`src/design/scp_pkg.sv`:
```
// ----------------------------------------------------------------------------
// scp_pkg
// Shared types, constants and table builders for the stepper coil sequencer.
// ----------------------------------------------------------------------------
package scp_pkg;

    // Substeps per full step, clamped to the supported range
    localparam int MICRO_PER_STEP = 16;
    localparam int MPS_EFF = (MICRO_PER_STEP < 8) ? 8 :
                             ((MICRO_PER_STEP > 16) ? 16 : MICRO_PER_STEP);

    localparam int POS_W     = 6;
    localparam int MOD_W     = POS_W + 1;
    localparam int SUB_W     = $clog2(MPS_EFF + 1);
    localparam int DUTY_W    = 12;
    localparam int PAT_W     = 4;
    localparam int CURVE_W   = 8;
    localparam int FULL_DUTY = 255;

    localparam logic [MOD_W-1:0] MOD_MICRO = MOD_W'(4 * MPS_EFF);
    localparam logic [MOD_W-1:0] MOD_HALF  = MOD_W'(8);
    localparam logic [MOD_W-1:0] MOD_FULL  = MOD_W'(4);

    // Phase boundaries within the microstep cycle
    localparam logic [POS_W-1:0] PHASE1_BASE = POS_W'(MPS_EFF);
    localparam logic [POS_W-1:0] PHASE2_BASE = POS_W'(2 * MPS_EFF);
    localparam logic [POS_W-1:0] PHASE3_BASE = POS_W'(3 * MPS_EFF);

    localparam logic [DUTY_W-1:0] DUTY_FULL = DUTY_W'(FULL_DUTY * 16);

    typedef enum logic [1:0] {
        MODE_SINGLE = 2'd0,
        MODE_DOUBLE = 2'd1,
        MODE_HALF   = 2'd2,
        MODE_MICRO  = 2'd3
    } mode_t;

    localparam logic FUNC_STEP    = 1'b0;
    localparam logic FUNC_RELEASE = 1'b1;

    typedef struct packed {
        logic [DUTY_W-1:0] duty_a;
        logic [DUTY_W-1:0] duty_b;
        logic [PAT_W-1:0]  pat;
    } drive_t;

    typedef logic [MPS_EFF:0][CURVE_W-1:0] curve_tab_t;

    function automatic logic [CURVE_W-1:0] curve16(input int i);
        logic [CURVE_W-1:0] v;
        case (i)
            0:       v = 8'd0;
            1:       v = 8'd25;
            2:       v = 8'd50;
            3:       v = 8'd74;
            4:       v = 8'd98;
            5:       v = 8'd120;
            6:       v = 8'd141;
            7:       v = 8'd162;
            8:       v = 8'd180;
            9:       v = 8'd197;
            10:      v = 8'd212;
            11:      v = 8'd225;
            12:      v = 8'd236;
            13:      v = 8'd244;
            14:      v = 8'd250;
            15:      v = 8'd253;
            default: v = 8'd255;
        endcase
        return v;
    endfunction

    function automatic logic [CURVE_W-1:0] curve8(input int i);
        logic [CURVE_W-1:0] v;
        case (i)
            0:       v = 8'd0;
            1:       v = 8'd50;
            2:       v = 8'd98;
            3:       v = 8'd142;
            4:       v = 8'd180;
            5:       v = 8'd212;
            6:       v = 8'd236;
            7:       v = 8'd250;
            default: v = 8'd255;
        endcase
        return v;
    endfunction

    // Quarter-wave table resampled to MPS_EFF+1 points, built at elaboration
    function automatic curve_tab_t build_curve();
        curve_tab_t t;
        int         k;
        for (k = 0; k <= MPS_EFF; k++)
        begin
            if (MPS_EFF == 8)
                t[k] = curve8(k);
            else
                t[k] = curve16((16 * k + MPS_EFF / 2) / MPS_EFF);
        end
        return t;
    endfunction

    localparam curve_tab_t CURVE_TAB = build_curve();

    function automatic logic [PAT_W-1:0] full_pat(input logic [1:0] idx);
        logic [PAT_W-1:0] p;
        case (idx)
            2'd0:    p = 4'h3;
            2'd1:    p = 4'h6;
            2'd2:    p = 4'hC;
            default: p = 4'h9;
        endcase
        return p;
    endfunction

    function automatic logic [PAT_W-1:0] half_pat(input logic [2:0] idx);
        logic [PAT_W-1:0] p;
        case (idx)
            3'd0:    p = 4'h1;
            3'd1:    p = 4'h3;
            3'd2:    p = 4'h2;
            3'd3:    p = 4'h6;
            3'd4:    p = 4'h4;
            3'd5:    p = 4'hC;
            3'd6:    p = 4'h8;
            default: p = 4'h9;
        endcase
        return p;
    endfunction

endpackage

```
`src/design/stepper_coil_sequencer_unit.sv`:
```
// ----------------------------------------------------------------------------
// stepper_coil_sequencer_unit
// Step/release command in, coil pattern, PWM duties and position out.
// ----------------------------------------------------------------------------
//   channel  | signals                                   | flow
//   ---------+-------------------------------------------+---------
//   in       | in_valid, in_stall, func, backward        | to block
//   out      | out_valid, out_stall, duty_a, duty_b,     | from block
//            | pin_a1, pin_a2, pin_b1, pin_b2, position  |
//   cfg      | cfg_wr_en, cfg_wr_data (step_mode)        | to block
//
// One transaction per cycle while out_stall is low; a command passes the command
// register, then the result register, with the position update and table
// lookup between them. Reset clears mode, position and both valid flags.
// A stalled result holds in the output register while one more command
// waits in the command register; in_stall rises only when both are full.
// ----------------------------------------------------------------------------
module stepper_coil_sequencer_unit (
    input  logic                           clk,
    input  logic                           rst_n,
    input  logic                           in_valid,
    output logic                           in_stall,
    input  logic                           func,
    input  logic                           backward,
    output logic                           out_valid,
    input  logic                           out_stall,
    output logic [scp_pkg::DUTY_W-1:0]     duty_a,
    output logic [scp_pkg::DUTY_W-1:0]     duty_b,
    output logic                           pin_a1,
    output logic                           pin_a2,
    output logic                           pin_b1,
    output logic                           pin_b2,
    output logic [scp_pkg::POS_W-1:0]      position,
    input  logic                           cfg_wr_en,
    input  logic [1:0]                     cfg_wr_data
);

    scp_pkg::mode_t             mode_reg;
    logic [scp_pkg::POS_W-1:0]  pos_reg;
    logic [scp_pkg::POS_W-1:0]  pos_next;
    logic                       cmd_valid_reg;
    logic                       cmd_valid_next;
    logic                       cmd_func_reg;
    logic                       cmd_back_reg;
    logic                       out_valid_reg;
    logic                       out_valid_next;
    scp_pkg::drive_t            drive_reg;
    scp_pkg::drive_t            drive_next;
    logic [scp_pkg::POS_W-1:0]  position_reg;
    logic [scp_pkg::POS_W-1:0]  position_next;
    logic [scp_pkg::POS_W-1:0]  pos_stepped;
    logic                       out_free;
    logic                       cmd_move;
    logic                       in_accept;

    assign out_free  = !out_valid_reg || !out_stall;
    assign cmd_move  = cmd_valid_reg && out_free;
    assign in_stall  = cmd_valid_reg && !out_free;
    assign in_accept = in_valid && !in_stall;

    scp_position u_position (
        .mode     (mode_reg),
        .pos_cur  (pos_reg),
        .backward (cmd_back_reg),
        .pos_next (pos_stepped)
    );

    // release keeps the position
    assign position_next = (cmd_func_reg == scp_pkg::FUNC_RELEASE) ? pos_reg : pos_stepped;
    assign pos_next      = cmd_move ? position_next : pos_reg;

    scp_drive u_drive (
        .mode        (mode_reg),
        .release_all (cmd_func_reg == scp_pkg::FUNC_RELEASE),
        .pos         (position_next),
        .drive       (drive_next)
    );

    always_comb
    begin
        if (in_accept)
            cmd_valid_next = 1'b1;
        else if (out_free)
            cmd_valid_next = 1'b0;
        else
            cmd_valid_next = cmd_valid_reg;

        if (cmd_move)
            out_valid_next = 1'b1;
        else if (!out_stall)
            out_valid_next = 1'b0;
        else
            out_valid_next = out_valid_reg;
    end

    always_ff @(posedge clk or negedge rst_n)
    begin
        if (!rst_n)
        begin
            mode_reg      <= scp_pkg::MODE_SINGLE;
            pos_reg       <= '0;
            cmd_valid_reg <= 1'b0;
            out_valid_reg <= 1'b0;
        end
        else
        begin
            if (cfg_wr_en)
                mode_reg <= scp_pkg::mode_t'(cfg_wr_data);
            pos_reg       <= pos_next;
            cmd_valid_reg <= cmd_valid_next;
            out_valid_reg <= out_valid_next;
        end
    end

    always_ff @(posedge clk)
    begin
        if (in_accept)
        begin
            cmd_func_reg <= func;
            cmd_back_reg <= backward;
        end
        if (cmd_move)
        begin
            drive_reg    <= drive_next;
            position_reg <= position_next;
        end
    end

    assign out_valid = out_valid_reg;
    assign duty_a    = drive_reg.duty_a;
    assign duty_b    = drive_reg.duty_b;
    assign pin_a2    = drive_reg.pat[0];
    assign pin_b1    = drive_reg.pat[1];
    assign pin_a1    = drive_reg.pat[2];
    assign pin_b2    = drive_reg.pat[3];
    assign position  = position_reg;

`ifndef SYNTHESIS
    // a new result appears only when a held command moved forward
    assert property (@(posedge clk) disable iff (!rst_n)
        (!out_valid_reg || !out_stall) && !cmd_valid_reg |=> !out_valid_reg)
        else $error("result valid without a command");

    // a release leaves the position where it was
    assert property (@(posedge clk) disable iff (!rst_n)
        cmd_move && (cmd_func_reg == scp_pkg::FUNC_RELEASE)
        |=> (position_reg == $past(pos_reg)) && (pos_reg == $past(pos_reg)))
        else $error("release moved the position");

    // half-step positions stay within one eight-step cycle
    assert property (@(posedge clk) disable iff (!rst_n)
        cmd_move && (cmd_func_reg == scp_pkg::FUNC_STEP)
        && (mode_reg == scp_pkg::MODE_HALF) && !cfg_wr_en
        |=> pos_reg < scp_pkg::POS_W'(8))
        else $error("half-step position out of range");

    // back pressure only when both stages hold a transaction
    assert property (@(posedge clk) disable iff (!rst_n)
        in_stall |-> cmd_valid_reg && out_valid_reg && out_stall)
        else $error("input stalled with free space");
`endif

endmodule

```
`src/design/scp_position.sv`:
```
// ----------------------------------------------------------------------------
// scp_position
// Next step position: reduce to the mode's cycle, then move one place.
// ----------------------------------------------------------------------------
module scp_position (
    input  scp_pkg::mode_t                 mode,
    input  logic [scp_pkg::POS_W-1:0]      pos_cur,
    input  logic                           backward,
    output logic [scp_pkg::POS_W-1:0]      pos_next
);

    logic [scp_pkg::MOD_W-1:0] pos_ext;
    logic [scp_pkg::MOD_W-1:0] mod_len;
    logic [scp_pkg::MOD_W-1:0] pos_red;
    logic [scp_pkg::MOD_W-1:0] pos_new;

    assign pos_ext = {1'b0, pos_cur};

    always_comb
    begin
        unique case (mode)
            scp_pkg::MODE_MICRO:
            begin
                mod_len = scp_pkg::MOD_MICRO;
                // position is below twice the cycle length
                pos_red = (pos_ext >= scp_pkg::MOD_MICRO) ?
                          (pos_ext - scp_pkg::MOD_MICRO) : pos_ext;
            end
            scp_pkg::MODE_HALF:
            begin
                mod_len = scp_pkg::MOD_HALF;
                pos_red = pos_ext & (scp_pkg::MOD_HALF - 1'b1);
            end
            default:
            begin
                mod_len = scp_pkg::MOD_FULL;
                pos_red = pos_ext & (scp_pkg::MOD_FULL - 1'b1);
            end
        endcase
    end

    always_comb
    begin
        if (backward)
            pos_new = (pos_red == '0) ? (mod_len - 1'b1) : (pos_red - 1'b1);
        else
            pos_new = (pos_red == mod_len - 1'b1) ? '0 : (pos_red + 1'b1);
    end

    assign pos_next = pos_new[scp_pkg::POS_W-1:0];

endmodule

```
`src/design/scp_drive.sv`:
```
// ----------------------------------------------------------------------------
// scp_drive
// Coil pattern and PWM duties for a given position and mode.
// ----------------------------------------------------------------------------
module scp_drive (
    input  scp_pkg::mode_t                 mode,
    input  logic                           release_all,
    input  logic [scp_pkg::POS_W-1:0]      pos,
    output scp_pkg::drive_t                drive
);

    logic [1:0]                phase;
    logic [scp_pkg::POS_W-1:0] phase_base;
    logic [scp_pkg::POS_W-1:0] sub_full;
    logic [scp_pkg::SUB_W-1:0] sub;
    logic [scp_pkg::SUB_W-1:0] sub_inv;
    logic [scp_pkg::SUB_W-1:0] k_a;
    logic [scp_pkg::SUB_W-1:0] k_b;

    // phase = pos / MPS_EFF by range compare
    always_comb
    begin
        if (pos >= scp_pkg::PHASE3_BASE)
        begin
            phase      = 2'd3;
            phase_base = scp_pkg::PHASE3_BASE;
        end
        else if (pos >= scp_pkg::PHASE2_BASE)
        begin
            phase      = 2'd2;
            phase_base = scp_pkg::PHASE2_BASE;
        end
        else if (pos >= scp_pkg::PHASE1_BASE)
        begin
            phase      = 2'd1;
            phase_base = scp_pkg::PHASE1_BASE;
        end
        else
        begin
            phase      = 2'd0;
            phase_base = '0;
        end
    end

    assign sub_full = pos - phase_base;
    assign sub      = sub_full[scp_pkg::SUB_W-1:0];
    assign sub_inv  = scp_pkg::SUB_W'(scp_pkg::MPS_EFF) - sub;
    assign k_a      = phase[0] ? sub : sub_inv;
    assign k_b      = phase[0] ? sub_inv : sub;

    always_comb
    begin
        if (release_all)
        begin
            drive.duty_a = '0;
            drive.duty_b = '0;
            drive.pat    = '0;
        end
        else
        begin
            unique case (mode)
                scp_pkg::MODE_MICRO:
                begin
                    drive.duty_a = {scp_pkg::CURVE_TAB[k_a], 4'b0000};
                    drive.duty_b = {scp_pkg::CURVE_TAB[k_b], 4'b0000};
                    drive.pat    = scp_pkg::full_pat(phase);
                end
                scp_pkg::MODE_HALF:
                begin
                    drive.duty_a = scp_pkg::DUTY_FULL;
                    drive.duty_b = scp_pkg::DUTY_FULL;
                    drive.pat    = scp_pkg::half_pat(pos[2:0]);
                end
                default:
                begin
                    drive.duty_a = scp_pkg::DUTY_FULL;
                    drive.duty_b = scp_pkg::DUTY_FULL;
                    drive.pat    = scp_pkg::full_pat(pos[1:0]);
                end
            endcase
        end
    end

endmodule

```
`config.mk`:
```
export PLATFORM = sky130hd
export DESIGN_NAME = stepper_coil_sequencer_unit
export DESIGN_NICKNAME = d
export VERILOG_FILES = /design/src/design/scp_pkg.sv /design/src/design/stepper_coil_sequencer_unit.sv /design/src/design/scp_position.sv /design/src/design/scp_drive.sv
export SDC_FILE = /design/constraint.sdc
export NUM_CORES = 1
export LEC_CHECK = 0
export BUFFER_PORTS_ARGS = -buffer_cell sky130_fd_sc_hd__buf_2
export CAP_MARGIN = 40
export CELL_PAD_IN_SITES_DETAIL_PLACEMENT = 0
export CELL_PAD_IN_SITES_GLOBAL_PLACEMENT = 1
export CORE_MARGIN = 2
export CORE_UTILIZATION = 30
export CTS_CLUSTER_DIAMETER = 80
export DETAILED_ROUTE_END_ITERATION = 12
export GPL_TIMING_DRIVEN = 0
export PLACE_DENSITY_LB_ADDON = 0.1
export SLEW_MARGIN = 0
export SYNTH_ARGS = -nofsm -noshare
export SYNTH_HDL_FRONTEND = slang
export SYNTH_SLANG_ARGS = --single-unit
```
`constraint.sdc`:
```
create_clock -name clk -period 4.9 [get_ports clk]
set_input_delay 0.245 -clock clk [delete_from_list [all_inputs] [get_ports clk]]
set_output_delay 0.245 -clock clk [all_outputs]
set_load 0.02 [all_outputs]
```
Yosys cells after proc, flatten, opt, wreduce, memory -nomap -nowiden. Memories as Yosys holds them, arrays and structs flattened. Index checks and enable logic that the tools add are counted.

Flip-flop bits (word level): 46. ROM bits: 512. Bits of input ports: 9. Output and inout port bits: 36. Logic and storage cells: 76. Memories kept: 2.

Memory list: (name not given) (words 32, width 8, rd ports 1, clocked after memory_dff 0, write ports 0, line scp_drive.sv:65) `drive.duty_b = {scp_pkg::CURVE_TAB[k_b], 4'b0000};`; (name not given) (words 32, width 8, rd ports 1, clocked after memory_dff 0, write ports 0, line scp_drive.sv:64) `drive.duty_a = {scp_pkg::CURVE_TAB[k_a], 4'b0000};`.

Add/sub/neg operators: 6. Order comparisons: 6. Equality and inequality tests: 14. Multiplexer cells: 25. Reductions and logical operators: 13.

Operators by type and width (count): $pmux W28 S2 (1); $pmux W4 S7 (1); $pmux W7 S2 (2); $mux W5 (5); $mux W6 (4); $pmux W4 S3 (2); $mux W8 (2); $ge A6 B6 Y1 const B (2); $lt A5 B6 Y1 const B (2); $eq A3 B3 Y1 const B (3); $eq A2 B2 Y1 const B (4); $eq A7 B7 Y1 (1); $ge A6 B7 Y1 const B (1); $logic_not A7 Y1 (1); $mux W7 (1); $sub A6 B7 Y7 const B (1); $sub A7 B1 Y7 const B (1); $add A6 B1 Y6 const B (1); $eq A3 B2 Y1 const B (2); $ge A6 B5 Y1 const B (1); $sub A6 B1 Y6 const B (1); $mux W1 (5); $sub A5 B5 Y5 (1); $sub A5 B5 Y5 const A (1); other kinds (10) (18).

Logic depth before layout (Yosys ltp).
Depth after elaboration: 17. Depth in mapped cells: 21. Depth with buffers taken out: 19.

By module. From an unflattened synthesis, not the netlist that was laid out.

Cells, all modules: 293. Area, all modules: 3113.0 um2.

Modules (own cells, without submodules): stepper_coil_sequencer_unit (times used 1, cells an instance 70, area each 1580.3 um2); scp_drive (times used 1, cells an instance 159, area each 1094.8 um2); scp_position (times used 1, cells an instance 64, area each 437.9 um2).

Worst setup path after synthesis. No wires, ideal clock.

Path type: register -> register. From: register pos_reg[0] (netlist name). To: register drive_reg, in the netlist duty_b[8] (data pin). Arrival: 3354 ps. Slack: 1264 ps. Stages on the path, launching flop included: 14. Buffers on the path: 1. Period minus slack after synthesis: 3636 ps. Cell sequence: dfrtp_1 -> inv_1 -> ha_1 -> a21boi_0 -> a22oi_1 -> o21a_1 -> ha_1 -> or2_2 -> clkbuf_1 -> a21oi_1 -> ha_1 -> a22o_1 -> a221oi_1 -> a311oi_1.

Longest elaborated chain between the ends: 17. Elaborated cells on any way between the ends: 27.

RTL lines: from (decl) (line stepper_coil_sequencer_unit.sv:39) `logic [scp_pkg::POS_W-1:0] pos_reg;`; from (signal assigned) (line stepper_coil_sequencer_unit.sv:109) `pos_reg <= pos_next;`; $sub A6 B7 Y7 / $ge A6 B7 Y1 (equally long branches) (line scp_position.sv:27, scp_position.sv:26); $mux W7 (line scp_position.sv:26) `pos_red = (pos_ext >= scp_pkg::MOD_MICRO) ?`; $pmux W7 S2 (line scp_position.sv:21) `unique case (mode)`; $add A6 B1 Y6 (tied with other cells) (line scp_position.sv:47) `pos_new = (pos_red == mod_len - 1'b1) ? '0 : (pos_red + 1'b1);`; $mux W6 (on tied branches) (line scp_position.sv:47, scp_position.sv:45); $mux W6 (line scp_position.sv:44) `if (backward)`; $mux W6 * (line stepper_coil_sequencer_unit.sv:69) `assign position_next = (cmd_func_reg == scp_pkg::FUNC_RELEASE) ? pos_reg : pos_stepped;`; $ge A6 B5 Y1 (line scp_drive.sv:33) `else if (pos >= scp_pkg::PHASE1_BASE)`; $mux W5 (line scp_drive.sv:33); $mux W5 (line scp_drive.sv:28) `else if (pos >= scp_pkg::PHASE2_BASE)`; $mux W5 (line scp_drive.sv:23) `if (pos >= scp_pkg::PHASE3_BASE)`; $sub A5 B5 Y5 (line scp_drive.sv:45) `assign sub_full = pos - phase_base;`; $sub A5 B5 Y5 (line scp_drive.sv:47) `assign sub_inv = scp_pkg::SUB_W'(scp_pkg::MPS_EFF) - sub;`; $mux W5 * (line scp_drive.sv:49) `assign k_b = phase[0] ? sub_inv : sub;`; $mem_v2 Z32 W8 *; $mux W8 (not written as such) * (line scp_drive.sv:65); $pmux W28 S2 * (line scp_drive.sv:61) `unique case (mode)`; to (signal assigned) (line stepper_coil_sequencer_unit.sv:124) `drive_reg <= drive_next;`; to (decl) (line stepper_coil_sequencer_unit.sv:47) `scp_pkg::drive_t drive_reg;`.

Mark *: on every way between the ends. The rest lies on a longest branch, timed or not. The select of a mux whose other input is x is not followed. A chain may end at the register's enable or synchronous reset.

Worst setup path in the final report. Same ends and word-level chain as after synthesis.

==> qor.txt <==
cts-stage hold buffer count: 1
start of the worst register-to-register path: pos_reg[0]
transition time at the pin with the least slew margin: 674 ps
first drt pass iteration count: 4
ys flop type: sky130_fd_sc_hd__edfxtp_1
slew margin rel.: 0.546
final standard cell count with taps included and fillers excluded: 456
final setup slack of the worst path: 534 ps
logic depth of the worst register-to-register path: 13
Leak Pwr: 1.44 nW
crit end category: flip-flop
overall die area: 10200 sq um
minimum setup slack among reg-to-reg paths: 530 ps
arrival time of the worst setup path: 4380 ps
fill count: 985
endpoints failing hold: 0
number of global-route vias before repair: 2121
Post-CTS Setup Bufs: 0
number of sinks on the clock net: 38
Worst Hold Launch: func
flop and latch count out of synthesis: 38
global-route usage over all layers: 0.140
worst skew pair latency: 290 ps
total core area: 9200 sq um
gate count of the mapped netlist: 292
post-place setup slack: 542 ps
min-delay worst type: primary input to flip-flop
CTS tree: done
count of buffers inserted at the top-level ports: 36
Post-Syn Area: 2830 sq um
power consumption: 1.80 mW
drt wl/cell: 15.0 um
maximum resistive drop on vdd: 0.204 mV
number of remaining DRC errors: 0
maximum clock rate: 229 MHz
post-synth top area share: 0.297
biggest fanout along the worst timing path: 9
chip height: 101 um
Tcrit/Tclk final: 0.891
critical register-to-register path endpoint: duty_b[8]
quantity of gates resized following cts: 0
number of routed nets with antenna violations: 0
Distinct cells, synth: 61
half-perimeter wire length after placement: 4.99 mm
top cells by count, synth: 28 x sky130_fd_sc_hd__edfxtp_1, 25 x sky130_fd_sc_hd__nand2_1, 23 x sky130_fd_sc_hd__a21oi_1, 23 x sky130_fd_sc_hd__nor2_1, 18 x sky130_fd_sc_hd__inv_1
MaxCap Viol Count: 0
critical path type: flip-flop to flip-flop
wire length of the first global-routing pass: 11.1 mm
count of final max-slew check failures: 0
Crit path required time: 4910 ps
master cell of the clock root buffer: sky130_fd_sc_hd__clkbuf_8
total overflow reported by the global router: 0
number of buffers created by CTS: 5
via count of the routed design: 2244
Initial Util: 0.308
clk_skew: 6.39 ps
post-route standard cell area excluding fillers: 3330 sq um
Clock H-tree levels: 2
tightest hold margin: 124 ps
biggest area contributors in the synthesized netlist: sky130_fd_sc_hd__edfxtp_1 30%, sky130_fd_sc_hd__dfrtp_1 8.8%, sky130_fd_sc_hd__ha_1 7.5%
number of nets at the end of the flow: 370
YS warnings: 0
top cell type by total area after synthesis: sky130_fd_sc_hd__edfxtp_1
EDFF count, synth: 28
maximum count of clock buffers along a single path: 2
antenna violations before repair: 0
async set-or-reset flop fraction in the synthesized netlist: 0.263
post-route core utilization: 0.362
number of placed instances with taps included: 447
share of cells above drive strength 1: 0.255
nature of the critical path startpoint: flip-flop
share of the yosys chip area belonging to registers: 0.385
number of stages on the worst hold path: 1
TNS Setup: 0 ps
Post-Synthesis Mean Instance Area: 9.70 sq um
Clock transition at path regs: 80 ps
maximum number of pins on one net before global-route repair: 24
status: finished clean
standard cell area after detailed placement: 3200 sq um
Worst Hold End: cmd_func_reg
cell with the most instances after synthesis: sky130_fd_sc_hd__edfxtp_1
number of cell rows: 35
I/O pin cnt: 45
Area growth, synth to finish: 17.6%
Final Routed Wirelength: 6.85 mm
Chip Width: 101 um
RSZ-0062 raised after global routing: false
antenna cells: 0
power density relative to cell area: 541 nW/um^2
final setup violation count: 0
Final Wtd Congestion: 0.819
number of DRC markers after the initial detailed-route iteration: 79
Via-to-Cell Ratio: 4.92
shortest clock period the worst path allows after layout: 4370 ps
## where the power goes
group | internal [mW] | switching (mW) | total, mW
clock | 0.166 | 0.119 | 0.285
sequential | 0.415 | 0.0460 | 0.461
combinational | 0.416 | 0.640 | 1.06
total | 0.997 | 0.804 | 1.80
## routing by layer
metal  vias up  global-route usage  share of wire
met2        60               0.222           0.45
li1       1167                   -              -
met5         -                   0              0
met1      1012               0.197           0.49
met4         0              0.0374          0.010
met3         5              0.0248          0.050
## cells in the final DEF (no fill, tap or decap), drive strengths merged, types with 2 or more instances in the layout
cell type  instances
o21ai             18
conb               8
clkbuf            15
nand3              8
o22ai              2
a211oi             3
a311oi             2
dfrtp             10
or2                2
nor3               5
a21oi             24
ha                17
o2111ai            2
edfxtp            28
nand2b             5
nor4               2
o31ai              2
a22oi              4
nand4              3
buf               52
xnor2              2
o211ai             6
mux2i              9
xor2               3
a21o               4
mux2               4
inv               20
a221oi             2
or3                5
a31oi             12
or3b               2
nand2             25
nor2              24
## critical path: stages, from the launching register on
cell and delay [ps]:
sky130_fd_sc_hd__dfrtp_1 520, sky130_fd_sc_hd__inv_1 130, sky130_fd_sc_hd__ha_1 310, sky130_fd_sc_hd__a21boi_0 470, sky130_fd_sc_hd__a22oi_1 190, sky130_fd_sc_hd__o21a_1 280
sky130_fd_sc_hd__ha_1 240, sky130_fd_sc_hd__or2_2 290, sky130_fd_sc_hd__clkbuf_1 200, sky130_fd_sc_hd__a21oi_1 470, sky130_fd_sc_hd__ha_1 380, sky130_fd_sc_hd__a22o_1 220
sky130_fd_sc_hd__a221oi_1 240, sky130_fd_sc_hd__a311oi_1 130
## kinds of logic (layout without fill, tap and decap cells)
kind of cell,Yosys count,after routing,share of synthesized area
adder cells (fa/ha/maj),17,17,0.0751
multiplexers,14,14,0.0557
other,1,8,0.00132
XOR/XNOR,5,5,0.0248
flip-flops,38,38,0.385
AO/OA/AOI/OAI,88,88,0.216
AND/OR/NAND/NOR,85,85,0.148
buffers and inverters,44,90,0.0946
## layout make-up
type	instances	area (sq um)	share of cell area
Buffer	24	193	0.0579
Tap cell	111	139	0.0417
Clock buffer	7	86.3	0.0259
Inverter	20	75.1	0.0225
Clock inverter	1	30.0	0.00902
Multi-Input combinational cell	217	1500	0.450
Timing Repair Buffer	38	218	0.0654
Sequential cell	38	1090	0.328
## worst max path at each step
| stage | start | endpoint | slack, ps | depth (start not counted) |
|---|---|---|---|---|
| finish | pos_reg[0] | duty_b[8] | 530 | 13 |
| global route | pos_reg[0] | duty_b[4] | 200 | 19 |
| CTS | pos_reg[0] | duty_b[8] | 520 | 13 |
| detailed placement | pos_reg[0] | duty_b[8] | 540 | 13 |
| global placement | pos_reg[0] | duty_b[8] | 510 | 13 |
| floorplan | pos_reg[0] | duty_b[8] | 1260 | 13 |
(Power assumes the default switching activity.)
